==> config.mk <==
export PLATFORM = sky130hd
export DESIGN_NAME = mic_dc_block_decimate_ulaw
export DESIGN_NICKNAME = d
export VERILOG_FILES = /design/src/rtl/core/mdbu_pkg.sv /design/src/rtl/core/mic_dc_block_decimate_ulaw.sv /design/src/rtl/core/mdbu_front.sv /design/src/rtl/core/mdbu_queue.sv /design/src/rtl/core/mdbu_back.sv
export VERILOG_INCLUDE_DIRS = /design/src /design/src/rtl/core
export SDC_FILE = /design/constraint.sdc
export NUM_CORES = 1
export LEC_CHECK = 0
export ABC_AREA = 1
export BUFFER_PORTS_ARGS = -buffer_cell sky130_fd_sc_hd__buf_2
export CAP_MARGIN = 20
export CORE_ASPECT_RATIO = 1.2
export CORE_MARGIN = 4
export CORE_UTILIZATION = 45
export CTS_CLUSTER_DIAMETER = 50
export DETAILED_ROUTE_END_ITERATION = 12
export PLACE_DENSITY = 0.61
export SYNTH_ARGS = -nofsm -noshare
export SYNTH_HDL_FRONTEND = slang
export SYNTH_SLANG_ARGS = --single-unit
==> constraint.sdc <==
create_clock -name clk_i -period 8.8 [get_ports clk_i]
set_input_delay 2.64 -clock clk_i [delete_from_list [all_inputs] [get_ports clk_i]]
set_output_delay 2.64 -clock clk_i [all_outputs]
set_load 0.005 [all_outputs]
==> src/rtl/core/assert_macros.svh <==
// shared assertion macros, sampled on clk_i and quiet while rst_ni is low
`ifndef ASSERT_MACROS_SVH
`define ASSERT_MACROS_SVH

// property must hold at every edge outside reset
`define ASSERT_ALWAYS(name, prop, msg) \
  name: assert property (@(posedge clk_i) disable iff (!rst_ni) (prop)) else $error(msg);

// condition must never be seen outside reset
`define ASSERT_NEVER(name, cond, msg) \
  name: assert property (@(posedge clk_i) disable iff (!rst_ni) !(cond)) else $error(msg);

`endif

==> src/rtl/core/mdbu_pkg.sv <==
// ----------------------------------------------------------------------------
// mdbu_pkg
// Shared widths, constants and helpers for the mic dc-block / decimate /
// mu-law encoder.
// ----------------------------------------------------------------------------
package mdbu_pkg;

  localparam int RAW_W       = 16;
  localparam int SAMPLE_W    = 12;
  localparam int DC_W        = 20;
  localparam int GAIN_W      = 3;
  localparam int ULAW_W      = 8;
  localparam int SCALE_SHIFT = 4;
  localparam int QUEUE_DEPTH = 2;

  localparam logic [DC_W-1:0]   DC_RESET   = DC_W'(2048 << 8);
  localparam logic [GAIN_W-1:0] GAIN_RESET = GAIN_W'(1);

  // signed width of a sum of dec dc-removed samples, each within +-4095
  function automatic int sum_width(input int dec);
    return $clog2(dec * (1 << SAMPLE_W)) + 1;
  endfunction

endpackage

==> src/rtl/core/mic_dc_block_decimate_ulaw.sv <==
// ----------------------------------------------------------------------------
// mic_dc_block_decimate_ulaw
// Microphone front end: dc removal, decimation by averaging and mu-law
// encoding of the average into one byte.
//
//   channel  dir  handshake               payload
//   in       in   in_valid_i/in_stall_o   raw_word_i [15:0]
//   out      out  out_valid_o/out_stall_i ulaw_byte_o [7:0]
//   cfg      in   cfg_we_i                cfg_wdata_i [2:0] (gain shift)
//
// one converter word is taken every cycle unless the front stalls; every
// DECIMATION-th word yields a byte, registered after the reciprocal multiply
// and again after the encode; the front stalls only when the two-entry sum
// queue is full and the word would close a block; the back drains the queue
// at one sum per cycle unless the output stalls; reset clears the dc tracker
// to mid-scale, the sum and the count, and sets the gain shift to 1
// ----------------------------------------------------------------------------
module mic_dc_block_decimate_ulaw import mdbu_pkg::*; #(
  parameter int DECIMATION = 3
) (
  input  logic              clk_i,
  input  logic              rst_ni,
  input  logic              in_valid_i,
  output logic              in_stall_o,
  input  logic [RAW_W-1:0]  raw_word_i,
  output logic              out_valid_o,
  input  logic              out_stall_i,
  output logic [ULAW_W-1:0] ulaw_byte_o,
  input  logic              cfg_we_i,
  input  logic [GAIN_W-1:0] cfg_wdata_i
);

  localparam int SUM_W = sum_width(DECIMATION);

  logic             push;
  logic [SUM_W-1:0] push_data;
  logic             full;
  logic             pop;
  logic [SUM_W-1:0] pop_data;
  logic             empty;

  mdbu_front #(
    .DECIMATION (DECIMATION)
  ) u_front (
    .clk_i       (clk_i),
    .rst_ni      (rst_ni),
    .in_valid_i  (in_valid_i),
    .in_stall_o  (in_stall_o),
    .raw_word_i  (raw_word_i),
    .push_o      (push),
    .push_data_o (push_data),
    .full_i      (full)
  );

  mdbu_queue #(
    .WIDTH (SUM_W)
  ) u_queue (
    .clk_i       (clk_i),
    .rst_ni      (rst_ni),
    .push_i      (push),
    .push_data_i (push_data),
    .full_o      (full),
    .pop_i       (pop),
    .pop_data_o  (pop_data),
    .empty_o     (empty)
  );

  mdbu_back #(
    .DECIMATION (DECIMATION)
  ) u_back (
    .clk_i       (clk_i),
    .rst_ni      (rst_ni),
    .cfg_we_i    (cfg_we_i),
    .cfg_wdata_i (cfg_wdata_i),
    .empty_i     (empty),
    .pop_data_i  (pop_data),
    .pop_o       (pop),
    .out_valid_o (out_valid_o),
    .out_stall_i (out_stall_i),
    .ulaw_byte_o (ulaw_byte_o)
  );

endmodule

==> src/rtl/core/mdbu_front.sv <==
// ----------------------------------------------------------------------------
// mdbu_front
// Input side: dc tracker, running sum of dc-removed samples and decimation
// count. Every DECIMATION-th sample pushes the finished sum to the queue.
// ----------------------------------------------------------------------------
`include "assert_macros.svh"

module mdbu_front import mdbu_pkg::*; #(
  parameter int DECIMATION = 3
) (
  input  logic                              clk_i,
  input  logic                              rst_ni,
  input  logic                              in_valid_i,
  output logic                              in_stall_o,
  input  logic [RAW_W-1:0]                  raw_word_i,
  output logic                              push_o,
  output logic [sum_width(DECIMATION)-1:0]  push_data_o,
  input  logic                              full_i
);

  localparam int SUM_W = sum_width(DECIMATION);
  localparam int CNT_W = (DECIMATION > 1) ? $clog2(DECIMATION) : 1;
  localparam int HI_W  = DC_W - 8;
  localparam logic [CNT_W-1:0] CNT_LAST = CNT_W'(DECIMATION - 1);
  localparam logic [DC_W-1:0]  DC_MAX   = DC_W'(4095 * 256);

  logic [DC_W-1:0]         dc_q, dc_d;
  logic signed [SUM_W-1:0] sum_q, sum_d;
  logic [CNT_W-1:0]        count_q, count_d;

  logic [SAMPLE_W-1:0]     adc;
  logic                    lo_nz;
  logic signed [DC_W+1:0]  dc_new;
  logic signed [SAMPLE_W:0] smp;
  logic signed [SUM_W-1:0] sum_new;
  logic                    accept;
  logic                    last;

  assign adc   = raw_word_i[SAMPLE_W-1:0];
  assign lo_nz = (dc_q[7:0] != 8'd0);

  // dc += floor((adc*256 - dc) / 256) = dc + adc - dc[19:8] - (dc[7:0] != 0)
  assign dc_new = $signed({2'b00, dc_q})
                + $signed({{(DC_W+2-SAMPLE_W){1'b0}}, adc})
                - $signed({{(DC_W+2-HI_W){1'b0}}, dc_q[DC_W-1:8]})
                - $signed({{(DC_W+1){1'b0}}, lo_nz});

  assign smp     = $signed({1'b0, adc}) - $signed({1'b0, dc_new[DC_W-1:8]});
  assign sum_new = sum_q + SUM_W'(smp);

  assign last       = (count_q == CNT_LAST);
  assign in_stall_o = full_i && last;
  assign accept     = in_valid_i && !in_stall_o;

  assign push_o      = accept && last;
  assign push_data_o = sum_new;

  always_comb begin
    dc_d    = dc_q;
    sum_d   = sum_q;
    count_d = count_q;
    if (accept) begin
      dc_d = dc_new[DC_W-1:0];
      if (last) begin
        sum_d   = '0;
        count_d = '0;
      end else begin
        sum_d   = sum_new;
        count_d = count_q + CNT_W'(1);
      end
    end
  end

  always_ff @(posedge clk_i or negedge rst_ni) begin
    if (!rst_ni) begin
      dc_q    <= DC_RESET;
      sum_q   <= '0;
      count_q <= '0;
    end else begin
      dc_q    <= dc_d;
      sum_q   <= sum_d;
      count_q <= count_d;
    end
  end

  `ASSERT_ALWAYS(a_dc_range, dc_q <= DC_MAX, "dc estimate left the sample range")
  `ASSERT_ALWAYS(a_count_range, count_q <= CNT_LAST, "decimation count overran")

endmodule

==> src/rtl/core/mdbu_queue.sv <==
// ----------------------------------------------------------------------------
// mdbu_queue
// Short queue of finished sums between the front and back halves.
// ----------------------------------------------------------------------------
`include "assert_macros.svh"

module mdbu_queue import mdbu_pkg::*; #(
  parameter int WIDTH = 15
) (
  input  logic             clk_i,
  input  logic             rst_ni,
  input  logic             push_i,
  input  logic [WIDTH-1:0] push_data_i,
  output logic             full_o,
  input  logic             pop_i,
  output logic [WIDTH-1:0] pop_data_o,
  output logic             empty_o
);

  localparam int PTR_W = (QUEUE_DEPTH > 1) ? $clog2(QUEUE_DEPTH) : 1;
  localparam int CNT_W = $clog2(QUEUE_DEPTH + 1);
  localparam logic [PTR_W-1:0] PTR_LAST = PTR_W'(QUEUE_DEPTH - 1);
  localparam logic [CNT_W-1:0] CNT_FULL = CNT_W'(QUEUE_DEPTH);

  logic [WIDTH-1:0] entry_q [QUEUE_DEPTH];
  logic [PTR_W-1:0] wr_ptr_q, wr_ptr_d;
  logic [PTR_W-1:0] rd_ptr_q, rd_ptr_d;
  logic [CNT_W-1:0] count_q, count_d;

  assign full_o     = (count_q == CNT_FULL);
  assign empty_o    = (count_q == '0);
  assign pop_data_o = entry_q[rd_ptr_q];

  always_comb begin
    wr_ptr_d = wr_ptr_q;
    rd_ptr_d = rd_ptr_q;
    count_d  = count_q;
    if (push_i) begin
      wr_ptr_d = (wr_ptr_q == PTR_LAST) ? '0 : wr_ptr_q + PTR_W'(1);
    end
    if (pop_i) begin
      rd_ptr_d = (rd_ptr_q == PTR_LAST) ? '0 : rd_ptr_q + PTR_W'(1);
    end
    if (push_i && !pop_i) begin
      count_d = count_q + CNT_W'(1);
    end else if (pop_i && !push_i) begin
      count_d = count_q - CNT_W'(1);
    end
  end

  always_ff @(posedge clk_i or negedge rst_ni) begin
    if (!rst_ni) begin
      wr_ptr_q <= '0;
      rd_ptr_q <= '0;
      count_q  <= '0;
    end else begin
      wr_ptr_q <= wr_ptr_d;
      rd_ptr_q <= rd_ptr_d;
      count_q  <= count_d;
    end
  end

  always_ff @(posedge clk_i) begin
    if (push_i) begin
      entry_q[wr_ptr_q] <= push_data_i;
    end
  end

  `ASSERT_NEVER(a_no_overflow, push_i && full_o, "push into a full queue")
  `ASSERT_NEVER(a_no_underflow, pop_i && empty_o, "pop from an empty queue")

endmodule

==> src/rtl/core/mdbu_back.sv <==
// ----------------------------------------------------------------------------
// mdbu_back
// Output side: divide the sum by DECIMATION through a reciprocal multiply,
// scale by the gain, saturate and mu-law encode into the output register.
// ----------------------------------------------------------------------------
module mdbu_back import mdbu_pkg::*; #(
  parameter int DECIMATION = 3
) (
  input  logic                              clk_i,
  input  logic                              rst_ni,
  input  logic                              cfg_we_i,
  input  logic [GAIN_W-1:0]                 cfg_wdata_i,
  input  logic                              empty_i,
  input  logic [sum_width(DECIMATION)-1:0]  pop_data_i,
  output logic                              pop_o,
  output logic                              out_valid_o,
  input  logic                              out_stall_i,
  output logic [ULAW_W-1:0]                 ulaw_byte_o
);

  localparam int SUM_W   = sum_width(DECIMATION);
  localparam int MAG_W   = SUM_W - 1;
  localparam int DIV_L   = (DECIMATION > 1) ? $clog2(DECIMATION) : 0;
  localparam int DIV_SH  = MAG_W + DIV_L;
  localparam int RECIP_W = MAG_W + DIV_L + 1;
  localparam int PROD_W  = MAG_W + RECIP_W;
  localparam longint unsigned RECIP_VAL =
    ((64'd1 << DIV_SH) + DECIMATION - 1) / DECIMATION;
  localparam logic [RECIP_W-1:0] RECIP = RECIP_W'(RECIP_VAL);

  localparam int SH_W   = 4;
  localparam int WIDE_W = SAMPLE_W + SCALE_SHIFT + (1 << GAIN_W) - 1;
  localparam int MAG15  = 15;
  localparam logic [MAG15-1:0] ULAW_CLIP = MAG15'(32635);
  localparam logic [MAG15-1:0] ULAW_BIAS = MAG15'(16'h84);

  logic [GAIN_W-1:0]    gain_q;

  logic                 s1_valid_q;
  logic [SAMPLE_W-1:0]  s1_mag_q;
  logic                 s1_neg_q;
  logic                 out_valid_q;
  logic [ULAW_W-1:0]    out_byte_q, out_byte_d;

  logic                 out_ready;
  logic                 s1_ready;
  logic                 sum_neg;
  logic [SUM_W-1:0]     sum_abs;
  logic [PROD_W-1:0]    prod;
  logic [SAMPLE_W-1:0]  quot;

  logic [SH_W-1:0]      sh_amt;
  logic [WIDE_W-1:0]    scaled;
  logic [MAG15-1:0]     clipped;
  logic [MAG15-1:0]     biased;
  logic [2:0]           expo;
  logic [MAG15-1:0]     mant_src;
  logic                 sign;

  // pipeline moves whenever the slot ahead is free or being emptied
  assign out_ready = !out_valid_q || !out_stall_i;
  assign s1_ready  = !s1_valid_q || out_ready;
  assign pop_o     = s1_ready && !empty_i;

  // truncating division: |sum| * ceil(2^sh / d) >> sh, then the sign back on
  assign sum_neg = pop_data_i[SUM_W-1];
  assign sum_abs = sum_neg ? SUM_W'(-$signed(pop_data_i)) : pop_data_i;
  assign prod    = PROD_W'(sum_abs[MAG_W-1:0]) * PROD_W'(RECIP);
  assign quot    = prod[DIV_SH +: SAMPLE_W];

  // saturation and the encoder clip fold into one clamp of the magnitude
  assign sh_amt  = SH_W'(SCALE_SHIFT) + SH_W'(gain_q);
  assign scaled  = WIDE_W'(s1_mag_q) << sh_amt;
  assign clipped = (scaled > WIDE_W'(ULAW_CLIP)) ? ULAW_CLIP : scaled[MAG15-1:0];
  assign biased  = clipped + ULAW_BIAS;
  assign sign    = s1_neg_q && (s1_mag_q != '0);

  always_comb begin
    expo = 3'd0;
    for (int i = 0; i < 8; i++) begin
      if (biased[7+i]) begin
        expo = 3'(i);
      end
    end
  end

  assign mant_src   = biased >> (SH_W'(expo) + SH_W'(3));
  assign out_byte_d = ~{sign, expo, mant_src[3:0]};

  always_ff @(posedge clk_i or negedge rst_ni) begin
    if (!rst_ni) begin
      gain_q      <= GAIN_RESET;
      s1_valid_q  <= 1'b0;
      out_valid_q <= 1'b0;
    end else begin
      if (cfg_we_i) begin
        gain_q <= cfg_wdata_i;
      end
      if (s1_ready) begin
        s1_valid_q <= !empty_i;
      end
      if (out_ready) begin
        out_valid_q <= s1_valid_q;
      end
    end
  end

  always_ff @(posedge clk_i) begin
    if (pop_o) begin
      s1_mag_q <= quot;
      s1_neg_q <= sum_neg;
    end
    if (out_ready && s1_valid_q) begin
      out_byte_q <= out_byte_d;
    end
  end

  assign out_valid_o = out_valid_q;
  assign ulaw_byte_o = out_byte_q;

endmodule

# == Yosys cells after proc, flatten, opt, wreduce, memory -nomap -nowiden ==
# Memory sizes are Yosys's and may differ from the RTL's.
# Cells that the tools add are included.
# totals
reg_bits,67
latchBits,0
mem_bits_rw,30
rom_bits,0
out_inout_bits,10
elab_cells,72
memories,1
# mem_list
memory,words,width,rd,rd_ports_with_merged_regs,write_ports,line,rtl
u_queue.entry_q,2,15,1,0,1,mdbu_queue.sv:25,logic [WIDTH-1:0] entry_q [QUEUE_DEPTH];
# classes
addsub,14
mul,1
div_mod_pow,0
magnitude_cmp,1
n_eq_ne,2
shifts,2
n_mux,17
bitwise_logic,1
reduce_logical,21
# ops
operator,n
$mux 15,2
$mul 14x14->27 const B,1
$gt 23x15->1 const B,1
$shl 12x4->23,1
$add 20x12->20,1
$sub 20x13->20,1
$sub 20x2->20,1
$mux 3,6
$add 15x13->15,1
$add 15x8->15 const B,1
$shr 15x4->4,1
$mux 14,1
$neg 14->14,1
$sub 12x12->13,1
$reduce_bool 12->1,1
$logic_and 1x1->1,8
$not 8->8,1
$reduce_bool 8->1,1
$logic_not 1->1,7
$mux 2,3
$mux 1,5
$add 2x1->2 const B,2
$add 3x2->4 const B,1
$add 3x3->4 const A,1
6 further kinds,9

# == Logic depth before layout (Yosys ltp) ==
# Gate-level depths: netlist (run 1).
# depth
depth_word,15
ltp_mapped,38
mapped_depth_nobuf,38

# == Hierarchy ==
# From an unflattened synthesis (run 1), not the netlist that was laid out.
# unflattened
cells_unflattened,1398
hier_area_um2,11350.9
# by_module_without_submodules
module,instances,cells_per_inst,area_per_inst_um2
mdbu_back,1,712,5710.5
mdbu_front,1,614,4299.1
mdbu_queue,1,72,1341.3

# == Least setup slack after synthesis (run 1) ==
# No wires, ideal clock.
# synth_timing
kind,in2reg
from,input port raw_word_i[0]
to,memory u_queue.entry_q[0][12] (data pin)
arrival_ps,7637
setup_slack_ps,904
path_stages,27
n_path_buf,0
cell_sequence,inv_1 -> fa_1 -> fa_1 -> inv_1 -> ha_1 -> fa_1 -> a31oi_1 -> o21ai_0 -> a31oi_1 -> xnor2_1 -> ha_1 -> fa_1 -> xnor2_1 -> inv_1 -> ha_1 -> nand2_1 -> o21ai_0 -> a21oi_1 -> o21ai_0 -> a21oi_1 -> o21ai_0 -> nand3_1 -> nand2_1 -> a21oi_1 -> o21bai_1 -> xor2_1 -> inv_1
# synth_between
elab_chain_len,5
# synth_lines
element,line,rtl
start: declaration,mic_dc_block_decimate_ulaw.sv:25,"input logic [RAW_W-1:0] raw_word_i,"
$add 20x12->20,mdbu_front.sv:44,"+ $signed({{(DC_W+2-SAMPLE_W){1'b0}}, adc})"
$sub 20x13->20,mdbu_front.sv:45,"- $signed({{(DC_W+2-HI_W){1'b0}}, dc_q[DC_W-1:8]})"
$sub 20x2->20,mdbu_front.sv:46,"- $signed({{(DC_W+1){1'b0}}, lo_nz});"
named net u_front.dc_new[8],mdbu_front.sv:33,logic signed [DC_W+1:0] dc_new;
$sub 12x12->13,mdbu_front.sv:48,"assign smp = $signed({1'b0, adc}) - $signed({1'b0, dc_new[DC_W-1:8]});"
$add 15x13->15,mdbu_front.sv:49,assign sum_new = sum_q + SUM_W'(smp);
named net push_data[12],mic_dc_block_decimate_ulaw.sv:36,logic [SUM_W-1:0] push_data;
end: declaration,mdbu_queue.sv:25,
# The timed path passes the listed nets, and every way through them passes these cells.

# == Worst setup path after layout (run 1) ==
# layout_timing
from,input port raw_word_i[0]
to,memory u_queue.entry_q[1][13] (data pin)
# The elaborated chain is that of the path after synthesis.

==> impl_metrics.env, run 1 <==
export IMPL_fp_row_count=61
export IMPL_ys_ff_latch=97
export IMPL_crit_path_end="u_queue.entry_q[1][13]"
export IMPL_status="complete, no violations"
export IMPL_post_cts_buffers=0
export IMPL_htreeDepth=3
export IMPL_drive_above_1_share_pct=7.479
export IMPL_drv_slew=0
export IMPL_finalSetupViolCount=0
export IMPL_synth_edff_count=51
export IMPL_cp_data_arrival_time_ps=8320
export IMPL_die_area_um2=26070
export IMPL_cts_buffers=9
export IMPL_setup_slack_ps=585.1
export IMPL_dp_slack_ps=128.9
export IMPL_numClockSinks=97
export IMPL_yosys_area_top_type="ha_1"
export IMPL_top_layer="met4"
export IMPL_worst_r2r_path_depth=26
export IMPL_dieHeight_um=176.1
export IMPL_yosysTopAreaCellShare_pct=17.25
export IMPL_wl_met3_um=499
export IMPL_postCtsResizedCells=0
export IMPL_async_reset_ff_share_pct=47.42
export IMPL_fin_util_pct=49.09
export IMPL_synthFlopType="edfxtp_1"
export IMPL_overflow=0
export IMPL_tns_ps=0
export IMPL_cp_slowest_cell="fa_1"
export IMPL_maxCapViolations=0
export IMPL_io_pins=34
export IMPL_antenna_found_initial=0
export IMPL_die_w_um=148.1
export IMPL_crit_fanout=4
export IMPL_finalNetCount=1533
export IMPL_syn_to_final_growth_pct=7.536
export IMPL_routabilityCongestion=0.8754
export IMPL_synthCells=1262
export IMPL_ant_nets=0
export IMPL_cts_hold_buffers=0
export IMPL_critPathLaunch="raw_word_i[0]"
export IMPL_endpoint_kind="flip-flop"
export IMPL_dp_hpwl_um=19620
export IMPL_io_buffers=29
export IMPL_wl_um=23390
export IMPL_grt_usage_pct=18.68
export IMPL_drt_initial_drc_count=451
export IMPL_cts_tree="done"
export IMPL_critical_path_class="in -> reg"
export IMPL_ys_types=52
export IMPL_vias=8192
export IMPL_n_antenna_cell=0
export IMPL_clock_skew_ps=11.11
export IMPL_finalHoldViolations=0
export IMPL_rsz0062_at_grt="no"
export IMPL_first_pass_iters=6
export IMPL_min_period_ps=8215
export IMPL_clkLatencyLatePin_ps=360
export IMPL_ctsRootBufferMaster="clkbuf_16"
export IMPL_first_global_vias=8454
export IMPL_wl_met1_um=10090
export IMPL_grt_pass1_wl_um=40030
export IMPL_drc_errors=0
export IMPL_path_clk_slew_ps=70
export IMPL_start_util_pct=45.65
export IMPL_start_kind="primary input"
export IMPL_wl_met2_um=12310
export IMPL_synth_area_leaders="ha_1 17%, edfxtp_1 14%, fa_1 13%, dfrtp_1 10%, nand2_1 8.9%"
export IMPL_grt_max_degree=47
export IMPL_wire_per_inst_um=14.51
export IMPL_yosysMostFrequentCell="nand2_1"
export IMPL_fmax_mhz=121.7
export IMPL_tightest_slew_ps=768.3
export IMPL_yosysSeqAreaShare_pct=25.35
export IMPL_slew_headroom_pct=48.59
export IMPL_syn_nets=1503
export IMPL_syn_area_um2=10590
export IMPL_regToRegEndpoint="u_back.s1_mag_q[9]"
export IMPL_syn_avg_cell_area_um2=8.394
export IMPL_crit_required_ps=8900
export IMPL_period_share_pct=93.35
export IMPL_core_area_um2=23200
export IMPL_final_cells=1612
export IMPL_hp_class="reg -> reg"
export IMPL_numPlacedInstances=1596
export IMPL_max_stage_delay_ps=490
export IMPL_cts_buffer_depth=2
export IMPL_r2r_setup_slack_ps=1370
export IMPL_worst_r2r_startpoint="u_queue.rd_ptr_q"
export IMPL_via_per_inst=5.082
export IMPL_ys_warn_count=0
export IMPL_synth_top_cells_by_count="252 x nand2_1, 203 x inv_1, 146 x ha_1, 102 x nand3_1, 80 x o21ai_0"
## cell usage in the layout (no fill, tap or decap), drive strengths merged, types with 2 or more instances in the layout
master	synthesis	routed
a21oi	67	67
dfstp	2	2
nand4	6	6
o21a	3	3
edfxtp	51	51
o21bai	4	4
o21ai	80	80
fa	71	71
clkbuf	3	9
o221ai	2	2
dfrtp	44	44
nor3	10	10
inv	210	214
xnor2	27	27
a22o	6	6
a21boi	2	2
a221oi	2	2
o31ai	2	2
mux2i	10	10
or2	8	8
nor2	52	52
buf	14	36
nor4	8	8
clkinvlp	0	2
a21o	5	5
nand2	263	263
a31oi	3	3
ha	146	146
nand3	106	106
xor2	42	42
nand3b	4	4
## sequential cells by signal, summed over array words and instances (netlist names)
signal / cells
u_front.dc_q: 20
u_back.gain_q: 3
u_back.s1_neg_q: 1
u_queue.entry_q: 30
u_back.s1_mag_q: 12
u_queue.rd_ptr_q: 1
u_front.sum_q: 15
u_front.count_q: 2
u_back.out_valid_o: 1
u_queue.wr_ptr_q: 1
u_queue.count_q: 2
u_back.s1_valid_q: 1
u_back.ulaw_byte_o: 8
## worst min path at each step
stage                                 start  depth (start not counted)            endpoint
after global placement    u_back.s1_valid_q                          2  u_back.out_valid_o
after floorplan           u_back.s1_valid_q                          2  u_back.out_valid_o
after global routing      u_back.s1_valid_q                          2  u_back.out_valid_o
after detailed placement  u_back.s1_valid_q                          2  u_back.out_valid_o
after CTS                 u_back.s1_valid_q                          2  u_back.out_valid_o
final                     u_back.s1_valid_q                          2  u_back.out_valid_o
## final cells by class
class | instances | area [um2]
clock buffers | 9 | 225.2
clock inverters | 7 | 71.32
flip-flops and latches | 97 | 2685
well taps | 315 | 394.1
multi-input cells | 938 | 7029
inverters | 210 | 788.3
repair buffers | 36 | 197.7
fillers | 2298 | 11810
## routing by layer
metal  track usage (%)  vias to the layer above
li1                  -                     4228
met1             22.38                     3838
met2             35.02                       93
met3             2.285                       33
met4             5.275                        0
met5                 0                        -
## worst max-delay path: cells and delay by family
kind / cells / cell delay [ps]
adders and majority gates: 7 / 2550
xor gates and xnor gates: 3 / 480
AOI/OAI and AO/OA: 11 / 1970
buffers and inverters: 4 / 260
and+or+nand+nor: 5 / 400
## kinds of logic (layout without fill, tap and decap cells)
group	count (synthesis)	count (layout)	share of synthesized area [%]
flip-flops	97	97	25.35
XOR/XNOR	69	69	5.776
adder cells (fa/ha/maj)	217	217	30.66
multiplexers	10	10	0.9450
other	1	1	0.03540
AND/OR/NAND/NOR	460	460	19.40
buffers and inverters	227	262	8.363
AO/OA/AOI/OAI	181	181	9.473
## per-stage QoR
stage	cell area, um2	hold WS [ps]
6_report	11390	480.3
3_3_place_gp	11090	454.4
2_1_floorplan	10590	447.4
3_5_place_dp	11090	464.0
5_1_grt	11390	514.9
4_1_cts	11380	482.5
Power of run 1 is left out: the tool's default activity adds up to more than one toggle a clock period on the data nets, which glitch-free logic cannot reach.
==> run 2, diff against run 1 <==
--- a/config.mk
+++ b/config.mk
@@ -6,7 +6,6 @@
 export SDC_FILE = /design/constraint.sdc
 export NUM_CORES = 1
 export LEC_CHECK = 0
-export ABC_AREA = 1
 export BUFFER_PORTS_ARGS = -buffer_cell sky130_fd_sc_hd__buf_2
 export CAP_MARGIN = 20
 export CORE_ASPECT_RATIO = 1.2
==> run 2 against run 1 <==
Against the previous run:
- final cell count decreased by 11%
- setup slack lost 240 ps
- critical path depth is 3 higher
- register-to-register slack worse by 480 ps
- die area is 1.1% lower
- synthesized cell count shrank 17%
- global-route usage down 1.2 points
- flip-flop and latch count unchanged
- count of clock-buffer cells in the layout unchanged
- worst hold slack gained 4.2 ps
- via count is 6.4% lower
- clock skew up 0.76 ps
==> impl_metrics.env, run 2 <==
export IMPL_fmax_mhz=118.2
export IMPL_yosys_area_top_type="ha_1"
export IMPL_drc_errors=0
export IMPL_final_cell_mix="141 x ha_1, 121 x inv_1, 69 x fa_1"
export IMPL_wl_um=21710
export IMPL_finalHoldViolations=0
export IMPL_first_global_vias=7926
export IMPL_grt_pass1_wl_um=37160
export IMPL_largest_reg_flops=30
export IMPL_core_area_um2=22670
export IMPL_grt_usage_pct=17.46
export IMPL_syn_nets=1293
export IMPL_yosysMostFrequentCell="ha_1"
export IMPL_reg_top3="u_queue.entry_q: 30 flops, u_front.dc_q: 20 flops, u_front.sum_q: 15 flops"
export IMPL_crit_fanout=4
export IMPL_io_buffers=29
export IMPL_min_period_ps=8457
export IMPL_synth_area_leaders="ha_1 17%, edfxtp_1 15%, fa_1 14%, dfrtp_1 11%, inv_1 4.3%"
export IMPL_period_share_pct=96.11
export IMPL_clock_skew_ps=11.87
export IMPL_ys_warn_count=0
export IMPL_htreeDepth=3
export IMPL_path_clk_slew_ps=80
export IMPL_vias=7670
export IMPL_clkLatencyLatePin_ps=360
export IMPL_cts_tree="done"
export IMPL_endpoint_kind="flip-flop"
export IMPL_hp_class="reg -> reg"
export IMPL_placed_cell_area_um2=11310
export IMPL_die_area_um2=25780
export IMPL_n_antenna_cell=0
export IMPL_overflow=0
export IMPL_whs_ps=484.5
export IMPL_wire_per_inst_um=15.07
export IMPL_antenna_found_initial=0
export IMPL_ctsRootBufferMaster="clkbuf_16"
export IMPL_grt_max_degree=54
export IMPL_async_reset_ff_share_pct=47.42
export IMPL_cp_slowest_cell="fa_1"
export IMPL_cts_buffer_depth=2
export IMPL_max_stage_delay_ps=490
export IMPL_ys_types=75
export IMPL_synthCells=1052
export IMPL_status="complete, no violations"
export IMPL_via_per_inst=5.323
export IMPL_finalNetCount=1367
export IMPL_design_area_um2=11770
export IMPL_ant_nets=0
export IMPL_critical_path_class="in -> reg"
export IMPL_finalSetupViolCount=0
export IMPL_dp_hpwl_um=17630
export IMPL_fp_row_count=60
export IMPL_cp_data_arrival_time_ps=8710
export IMPL_cts_buffers=9
export IMPL_cts_hold_buffers=0
export IMPL_dieHeight_um=175.1
export IMPL_io_pins=34
export IMPL_final_common_cell="ha_1"
export IMPL_top_register="u_queue.entry_q"
export IMPL_start_util_pct=46.19
export IMPL_tightest_slew_ps=810.6
export IMPL_crit_required_ps=9050
export IMPL_start_kind="primary input"
export IMPL_cpMostUsedCell="buf_4"
export IMPL_drt_initial_drc_count=336
export IMPL_synth_edff_count=51
export IMPL_synthFlopType="edfxtp_1"
export IMPL_slew_headroom_pct=45.96
export IMPL_syn_to_final_growth_pct=12.40
export IMPL_routabilityCongestion=0.8591
export IMPL_maxCapViolations=0
export IMPL_r2r_setup_slack_ps=890
export IMPL_synth_top_cells_by_count="146 x ha_1, 121 x inv_1, 71 x fa_1, 62 x a21oi_1, 62 x nor2_1"
export IMPL_ys_ff_latch=97
export IMPL_yosysSeqAreaShare_pct=25.64
export IMPL_first_pass_iters=4
export IMPL_syn_area_um2=10470
export IMPL_drv_slew=0
export IMPL_numClockSinks=97
export IMPL_drive_above_1_share_pct=14.24
export IMPL_die_w_um=147.3
export IMPL_syn_avg_cell_area_um2=9.954
export IMPL_yosysTopAreaCellShare_pct=17.45
run 2: changes by cell type in the layout (fill, tap and decap cells not counted), moves of 32 or more:
cell | before | now
buf_4 | 7 | 60
nand2_1 | 252 | 59
o21ai_0 | 78 | 45
inv_1 | 203 | 121
nand3_1 | 102 | 16
mux2i_1 | 10 | 42
run 2: timing repair:
action | 4_1_cts | 5_1_grt
cloned | 0 | 0
setup endpoints to repair | 3 | 15
gates resized for setup | 3 | 26
pin swaps | 0 | 12
buffers inserted | 0 | 1
run 2: critical path: cells and delay by family:
family	cells	cell delay [ps]
buffers and inverters	6	670
adder cells (fa/ha/maj)	7	2350
AO/OA/AOI/OAI	11	2090
XOR/XNOR	2	240
AND/OR/NAND/NOR	7	740
run 2: cell type report:
cell class | instances | area (um2)
inverters | 121 | 454.2
flip-flops and latches | 97 | 2685
clock inverters | 7 | 67.56
multi-input cells | 807 | 7327
fillers | 2137 | 10900
well taps | 310 | 387.9
clock buffers | 9 | 225.2
repair buffers | 90 | 623.1
run 2: routing by layer:
layer / track usage [%] / vias up / share of wire [%]
met3: 2.387 / 31 / 2.8
met5: 0 / - / 0
li1: - / 3852 / -
met1: 20.86 / 3662 / 42
met2: 32.40 / 125 / 53
met4: 5.400 / 0 / 1.8
run 2: stage by stage:
| stage | worst slack [ps] | TNS (ps) | utilization (%) | std cells |
|---|---|---|---|---|
| floorplan | 78.57 | 0 | - | 1052 |
| global placement | -417.8 | -2997 | 49.90 | 1423 |
| detailed placement | -441.3 | -3007 | 49.90 | 1423 |
| CTS | 21.65 | 0 | 51.26 | 1439 |
| global route | -21.54 | -21.54 | 51.92 | 1441 |
| finish | 342.6 | 0 | 51.92 | 1441 |
run 2: cells by family after synthesis:
family | count (synthesis) | share of synthesized area, %
simple gates | 231 | 10.78
compound gates | 222 | 14.05
fa+ha+maj | 218 | 31.11
buf+inv | 148 | 5.688
flops | 97 | 25.64
xor+xnor | 81 | 6.847
mux | 54 | 5.843
other cells | 1 | 0.03581
run 2: worst paths after layout:
kind | cells past startpoint | endpoint | startpoint
worst min register to register | 1 | u_back.out_valid_o | u_back.s1_valid_q
worst max register to register | 24 | u_back.s1_mag_q[11] | u_queue.rd_ptr_q
worst min-delay path | 1 | u_back.out_valid_o | u_back.s1_valid_q
max in group asynchronous | 2 | u_front.sum_q[8] | rst_ni
worst max-delay path | 33 | u_front.sum_q[14] | raw_word_i[0]
min in group asynchronous | 2 | u_front.sum_q[10] | rst_ni
Power of run 2 is left out for the same reason.
